[config.mk]
export PLATFORM = sky130hd
export DESIGN_NAME = apcbr_emit
export DESIGN_NICKNAME = d
export VERILOG_FILES = /design/src/rtl/apcbr_pkg.sv /design/src/rtl/apcbr_emit.sv
export SDC_FILE = /design/constraint.sdc
export NUM_CORES = 1
export LEC_CHECK = 0
export BUFFER_PORTS_ARGS = -buffer_cell sky130_fd_sc_hd__buf_2
export CAP_MARGIN = 10
export CORE_ASPECT_RATIO = 1.5
export CORE_MARGIN = 1
export CORE_UTILIZATION = 51
export DETAILED_ROUTE_END_ITERATION = 7
export PLACE_DENSITY = 0.86
export SKIP_LAST_GASP = 1
export SLEW_MARGIN = 20
export SYNTH_ARGS = -nofsm -noshare
export SYNTH_HDL_FRONTEND = slang
export SYNTH_SLANG_ARGS = --single-unit
[constraint.sdc]
create_clock -name clk -period 6.7 [get_ports clk]
set_input_delay 1.34 -clock clk [delete_from_list [all_inputs] [get_ports clk]]
set_output_delay 1.34 -clock clk [all_outputs]
set_load 0.005 [all_outputs]
[src/rtl/apcbr_pkg.sv]
// Shared types and constants of the ATA PIO cached byte reader.
package apcbr_pkg;

  localparam int DRIVES_DEF    = 4;
  localparam int SECTOR_BYTES  = 512;
  localparam int SECTOR_WORDS  = SECTOR_BYTES / 2;
  localparam int WORD_IDX_W    = $clog2(SECTOR_WORDS);
  localparam int OFF_W         = $clog2(SECTOR_BYTES);
  localparam int SECT_W        = 48;
  localparam int ADDR_IN_W     = 57;
  localparam int CFG_IDX_W     = 3;
  localparam int CFG_DATA_W    = 48;
  localparam int STEP_W        = 4;

  // Configuration register indexes.
  localparam logic [CFG_IDX_W-1:0] CFG_DRIVE_MAP = 3'd4;
  localparam logic [7:0]           DRIVE_MAP_RST = 8'hAC;

  // Taskfile register offsets.
  localparam logic [2:0] TF_DATA    = 3'd0;
  localparam logic [2:0] TF_COUNT   = 3'd2;
  localparam logic [2:0] TF_LBA_LO  = 3'd3;
  localparam logic [2:0] TF_LBA_MID = 3'd4;
  localparam logic [2:0] TF_LBA_HI  = 3'd5;
  localparam logic [2:0] TF_DEVICE  = 3'd6;
  localparam logic [2:0] TF_CMD     = 3'd7;

  localparam logic [SECT_W-1:0] LBA28_MAX = 48'h0000_0FFF_FFFF;
  localparam logic [7:0] DEV_LBA28_MASTER = 8'hE0;
  localparam logic [7:0] DEV_LBA28_SLAVE  = 8'hF0;
  localparam logic [7:0] DEV_LBA48_MASTER = 8'h40;
  localparam logic [7:0] DEV_LBA48_SLAVE  = 8'h50;
  localparam logic [7:0] CMD_READ_PIO     = 8'h20;
  localparam logic [7:0] CMD_READ_PIO_EXT = 8'h24;
  localparam int STS_BSY_BIT = 7;
  localparam int STS_ERR_BIT = 0;

  typedef enum logic [2:0] {
    KIND_WRITE = 3'd0,
    KIND_READ  = 3'd1,
    KIND_BYTE  = 3'd2,
    KIND_EOF   = 3'd3,
    KIND_FAIL  = 3'd4
  } kind_t;

  typedef enum logic [1:0] {
    PH_IDLE   = 2'd0,
    PH_STATUS = 2'd1,
    PH_DATA   = 2'd2
  } phase_t;

  // Work handed from the request decoder to the result sequencer.
  typedef struct packed {
    logic              single;
    kind_t             kind;
    logic              chan;
    logic [2:0]        reg_off;
    logic              word;
    logic              from_mem;
    logic              fwd;
    logic [7:0]        fwd_byte;
    logic              byte_hi;
    logic              lba48;
    logic              slave;
    logic [SECT_W-1:0] sect;
  } job_t;

  typedef struct packed {
    kind_t      kind;
    logic       chan;
    logic [2:0] reg_off;
    logic       word;
    logic [7:0] bus_data;
    logic [7:0] byte_val;
    logic       last;
  } res_t;

endpackage

[src/rtl/apcbr_emit.sv]
// Result sequencer: expands one job into its results through an output register.
module apcbr_emit
  import apcbr_pkg::*;
(
  input  logic        clk,
  input  logic        rst_n,
  input  logic        job_vld,
  input  job_t        job_in,
  input  logic [15:0] mem_rdata,
  output logic        job_rdy,
  output logic        out_valid,
  input  logic        out_ready,
  output res_t        out_res
);

  typedef struct packed {
    logic       is_read;
    logic [2:0] reg_off;
    logic [7:0] data;
  } step_t;

  // Taskfile sequence of a sector read; the status read closes it.
  function automatic step_t seq_step(logic lba48, logic slave, logic [SECT_W-1:0] sect,
                                     logic [STEP_W-1:0] idx);
    step_t s;
    s = '0;
    if (!lba48) begin
      case (idx)
        4'd0: begin
          s.reg_off = TF_DEVICE;
          s.data = (slave ? DEV_LBA28_SLAVE : DEV_LBA28_MASTER) | {4'h0, sect[27:24]};
        end
        4'd1: begin s.reg_off = TF_COUNT;   s.data = 8'd1;         end
        4'd2: begin s.reg_off = TF_LBA_LO;  s.data = sect[7:0];    end
        4'd3: begin s.reg_off = TF_LBA_MID; s.data = sect[15:8];   end
        4'd4: begin s.reg_off = TF_LBA_HI;  s.data = sect[23:16];  end
        4'd5: begin s.reg_off = TF_CMD;     s.data = CMD_READ_PIO; end
        default: begin s.is_read = 1'b1; s.reg_off = TF_CMD; end
      endcase
    end else begin
      case (idx)
        4'd0: begin
          s.reg_off = TF_DEVICE;
          s.data = slave ? DEV_LBA48_SLAVE : DEV_LBA48_MASTER;
        end
        4'd1: begin s.reg_off = TF_COUNT;   s.data = 8'd0;             end
        4'd2: begin s.reg_off = TF_LBA_LO;  s.data = sect[31:24];      end
        4'd3: begin s.reg_off = TF_LBA_MID; s.data = sect[39:32];      end
        4'd4: begin s.reg_off = TF_LBA_HI;  s.data = sect[47:40];      end
        4'd5: begin s.reg_off = TF_COUNT;   s.data = 8'd1;             end
        4'd6: begin s.reg_off = TF_LBA_LO;  s.data = sect[7:0];        end
        4'd7: begin s.reg_off = TF_LBA_MID; s.data = sect[15:8];       end
        4'd8: begin s.reg_off = TF_LBA_HI;  s.data = sect[23:16];      end
        4'd9: begin s.reg_off = TF_CMD;     s.data = CMD_READ_PIO_EXT; end
        default: begin s.is_read = 1'b1; s.reg_off = TF_CMD; end
      endcase
    end
    return s;
  endfunction

  logic              busy_r;
  job_t              job_r;
  logic [STEP_W-1:0] step_r;
  logic              out_valid_r;
  res_t              out_res_r;

  step_t st;
  res_t  res;
  logic  out_free;
  logic  fire;
  logic  done;

  always_comb begin
    st  = seq_step(job_r.lba48, job_r.slave, job_r.sect, step_r);
    res = '0;
    if (job_r.single) begin
      res.kind    = job_r.kind;
      res.chan    = job_r.chan;
      res.reg_off = job_r.reg_off;
      res.word    = job_r.word;
      res.last    = 1'b1;
      if (job_r.from_mem) begin
        // The final data word is written while the byte is read, so it is forwarded.
        if (job_r.fwd) begin
          res.byte_val = job_r.fwd_byte;
        end else begin
          res.byte_val = job_r.byte_hi ? mem_rdata[15:8] : mem_rdata[7:0];
        end
      end
    end else begin
      res.kind     = st.is_read ? KIND_READ : KIND_WRITE;
      res.chan     = job_r.chan;
      res.reg_off  = st.reg_off;
      res.bus_data = st.data;
      res.last     = st.is_read;
    end
  end

  assign out_free  = !out_valid_r || out_ready;
  assign fire      = busy_r && out_free;
  assign done      = fire && res.last;
  assign job_rdy   = !busy_r || done;
  assign out_valid = out_valid_r;
  assign out_res   = out_res_r;

  always_ff @(posedge clk) begin
    if (!rst_n) begin
      busy_r      <= 1'b0;
      step_r      <= '0;
      out_valid_r <= 1'b0;
    end else begin
      if (job_vld && job_rdy) begin
        busy_r <= 1'b1;
        step_r <= '0;
      end else if (done) begin
        busy_r <= 1'b0;
      end else if (fire) begin
        step_r <= step_r + STEP_W'(1);
      end
      if (fire) begin
        out_valid_r <= 1'b1;
      end else if (out_ready) begin
        out_valid_r <= 1'b0;
      end
    end
  end

  always_ff @(posedge clk) begin
    if (job_vld && job_rdy) begin
      job_r <= job_in;
    end
    if (fire) begin
      out_res_r <= res;
    end
  end

endmodule

==> run_results.csv <==
group,metric,value,unit
routing,antenna_left,0,
die,die_x,76.9,um
yosys,seq_area_frac_synth,69.2,%
finish,drive_gt1_share,34.8,%
die,core,0.00811,sq mm
clocking,cts_buffer_depth,2,
finish,instances_no_fill,530,
die,die_area,0.00880,sq mm
outcome,status,"finished, final reports clean",
grt,grtUsageTotal,21.0,%
setup_path,crit_path_max_fanout,25,
clocking,tritoncts,"done",
grt,globalRouteOverflowTotal,0,
sta,timing.final.crit_share,60.7,%
place,dp_hpwl,6020,um
job,max_cap_viol_count,0,
die,rows,40,
finish,utilization_after_layout,64.6,%
setup_path,arrival,2720,ps
yosys,synth-edff-count,95,
clocking,clkSinkCount,101,
place,dp.cells,514,
die,die_h,114,um
sta,max-slew-margin-rel,36.6,%
grt,initial_antenna_violation_count,0,
clocking,ctsHoldBuffers,0,
sta,worst_clock_skew,6.98,ps
setup_path,timing.rr.end,"job_r[52]$_DFFE_PP_",
power_and_ir_drop,power_density,257,mW/mm^2
routing,wl,8700,um
routing,detail_route.iter0.violations,271,
worst_hold_path,worst_hold_startpoint,"job_r[65]$_DFFE_PP_",
place,io_buffers,116,
sta,slew_viol_final,0,
setup_path,critPathLaunch,"step_r[1]$_SDFFE_PP0P_",
sta,grt_setup_unrepaired,"no",
clocking,insertion_delay,340,ps
power_and_ir_drop,report.power.total,1340,uW
grt,first_global_vias,2992,
finish,areaGrowthSynthToFinish,21.9,%
sta,setup-tns-final,0,ps
setup_path,worstSetupPathType,"reg2out",
grt,grt_first_pass_wirelength,14000,um
worst_hold_path,worstHoldEndpoint,"out_res[21]$_DFFE_PP_",
routing,drc,0,
yosys,synth.yosys.warnings,0,
routing,post_drt_via_cell_ratio,5.68,
sta,hold_viol,0,
yosys,synthesis.area_per_instance,13.9,sq um
clocking,cts_setup_buffers,0,
power_and_ir_drop,p_leak,0.00204,uW
yosys,synthesis.instances,309,
sta,setup_viol,0,
setup_path,cp_data_required_time,5360,ps
die,initial_utilization,53.0,%
setup_path,r2r.worst_path.cells,7,
sta,min_period,4060,ps
routing,drt-wirelength-per-cell,16.4,um
routing,drt_pre_antenna_iters,5,
place,gp_congestion,0.855,
finish,n_fill_cell,624,
clocking,h-tree-depth,3,
yosys,yosys_most_used_dff,"sky130_fd_sc_hd__edfxtp_1",
setup_path,reg2reg_start,"step_r[1]$_SDFFE_PP0P_",
finish,mostFrequentLayoutCells,"116 x sky130_fd_sc_hd__buf_2, 95 x sky130_fd_sc_hd__edfxtp_1, 30 x sky130_fd_sc_hd__nor2_1",
clocking,cts-buffers-inserted,9,
finish,most_common_library_cell_in_the_layout_ignoring_fill_and_taps,"sky130_fd_sc_hd__buf_2",
clocking,clk_root_buffer_cell,"sky130_fd_sc_hd__clkbuf_16",
worst_hold_path,min_path_type,"reg2reg",
yosys,synth-async-reset-ratio,0,%
setup_path,start_kind,"register",
routing,routed-via-count,3011,
yosys,ys_ff_latch,101,
clocking,clkTransAtPathRegs,60,ps
finish,n_antenna_cell,0,
worst_hold_path,worst_hold_path.num_cells,0,
power_and_ir_drop,max_rail_drop_vdd,173,uV
sta,maxClockFrequency,246,MHz
setup_path,category_of_the_worst_setup_path_capture_point,"primary output",
finish,final_net_count,514,
yosys,post_synth_cell_types,53,
setup_path,flop_to_flop_setup_slack,3470,ps
yosys,syn-num-nets,403,
yosys,syn-cell-area,0.00430,sq mm
clocking,cts-resized-gates,0,
die,io_pins,117,
sta,tightestPinTransition,951,ps
grt,pin_count_of_the_biggest_net_entering_global_routing,71,
## Yosys cell counts, types with 4 or more instances
cell                       instances  share of area (%)
sky130_fd_sc_hd__edfxtp_1         95                 66
sky130_fd_sc_hd__nor2_1           30                2.6
sky130_fd_sc_hd__nand2_1          23                2.0
sky130_fd_sc_hd__a21oi_1          20                2.3
sky130_fd_sc_hd__a22oi_1          11                1.9
sky130_fd_sc_hd__clkbuf_1         10               0.87
sky130_fd_sc_hd__o21ai_0          10                1.2
sky130_fd_sc_hd__buf_2             9                1.0
sky130_fd_sc_hd__mux2i_1           9                2.1
sky130_fd_sc_hd__inv_1             8               0.70
sky130_fd_sc_hd__a221oi_1          7                1.4
sky130_fd_sc_hd__dfxtp_1           6                2.8
sky130_fd_sc_hd__and2_1            5               0.73
sky130_fd_sc_hd__o21a_1            5               0.87
sky130_fd_sc_hd__a31oi_1           4               0.58
sky130_fd_sc_hd__ha_1              4                1.2
sky130_fd_sc_hd__nand3_1           4               0.47
## worst max-delay path by stage
stage	end	depth (start not counted)
CTS	job_rdy	6
global placement	job_rdy	6
finish	job_rdy	6
global route	job_rdy	6
floorplan	job_r[0]$_DFFE_PP_	3
detailed placement	job_rdy	6
## registers in the layout, indices dropped and copies added (netlist names)
signal,flops
job_r,70
step_r,4
out_res,25
out_valid,1
busy_r,1
## power by group
group	switching, uW	internal [uW]	total (uW)
Clock	202	282	484
Combinational	55.4	48.5	104
Sequential	17.5	738	756
Total	275	1070	1340
## final cells by class
cell class / instances / area, sq um / area share (%)
Sequential cell: 101 / 2970 / 56.8
Multi-Input combinational cell: 181 / 1220 / 23.2
Timing Repair Buffer: 119 / 603 / 11.5
Clock buffer: 15 / 278 / 5.30
Tap cell: 105 / 131 / 2.51
Inverter: 8 / 30.0 / 0.573
Clock inverter: 1 / 5.00 / 0.0956
## worst max-delay path: stages, from the launching register on
cell and delay [ps]:
sky130_fd_sc_hd__dfxtp_1 440, sky130_fd_sc_hd__ha_1 830, sky130_fd_sc_hd__nor2_1 240, sky130_fd_sc_hd__o22a_2 340
sky130_fd_sc_hd__o22a_1 220, sky130_fd_sc_hd__a21o_1 200, sky130_fd_sc_hd__buf_2 130
## per-stage QoR
step	hold slack, ps	setup WS, ps	area (sq um)
global placement	411	3200	4950
global route	431	2500	5240
CTS	428	2650	5230
finish	425	2640	5240
detailed placement	413	3040	4950
floorplan	400	2950	4300
## logic make-up after synthesis
logic type | count (synthesis) | synth area share [%]
flops | 101 | 69.2
simple gates | 75 | 7.87
compound gates | 89 | 16.1
xor+xnor | 1 | 0.204
mux | 12 | 2.88
buf+inv | 27 | 2.62
fa+ha+maj | 4 | 1.17
## layer usage
| layer | vias to the layer above | GRT usage, % | share of wire [%] |
|---|---|---|---|
| met5 | - | 0 | 0 |
| met4 | 0 | 14.1 | 3.8 |
| met3 | 34 | 4.46 | 7.1 |
| met2 | 173 | 35.3 | 51 |
| met1 | 1392 | 24.2 | 38 |
| li1 | 1412 | - | - |
No activity file was read; power rests on OpenSTA's default activity.
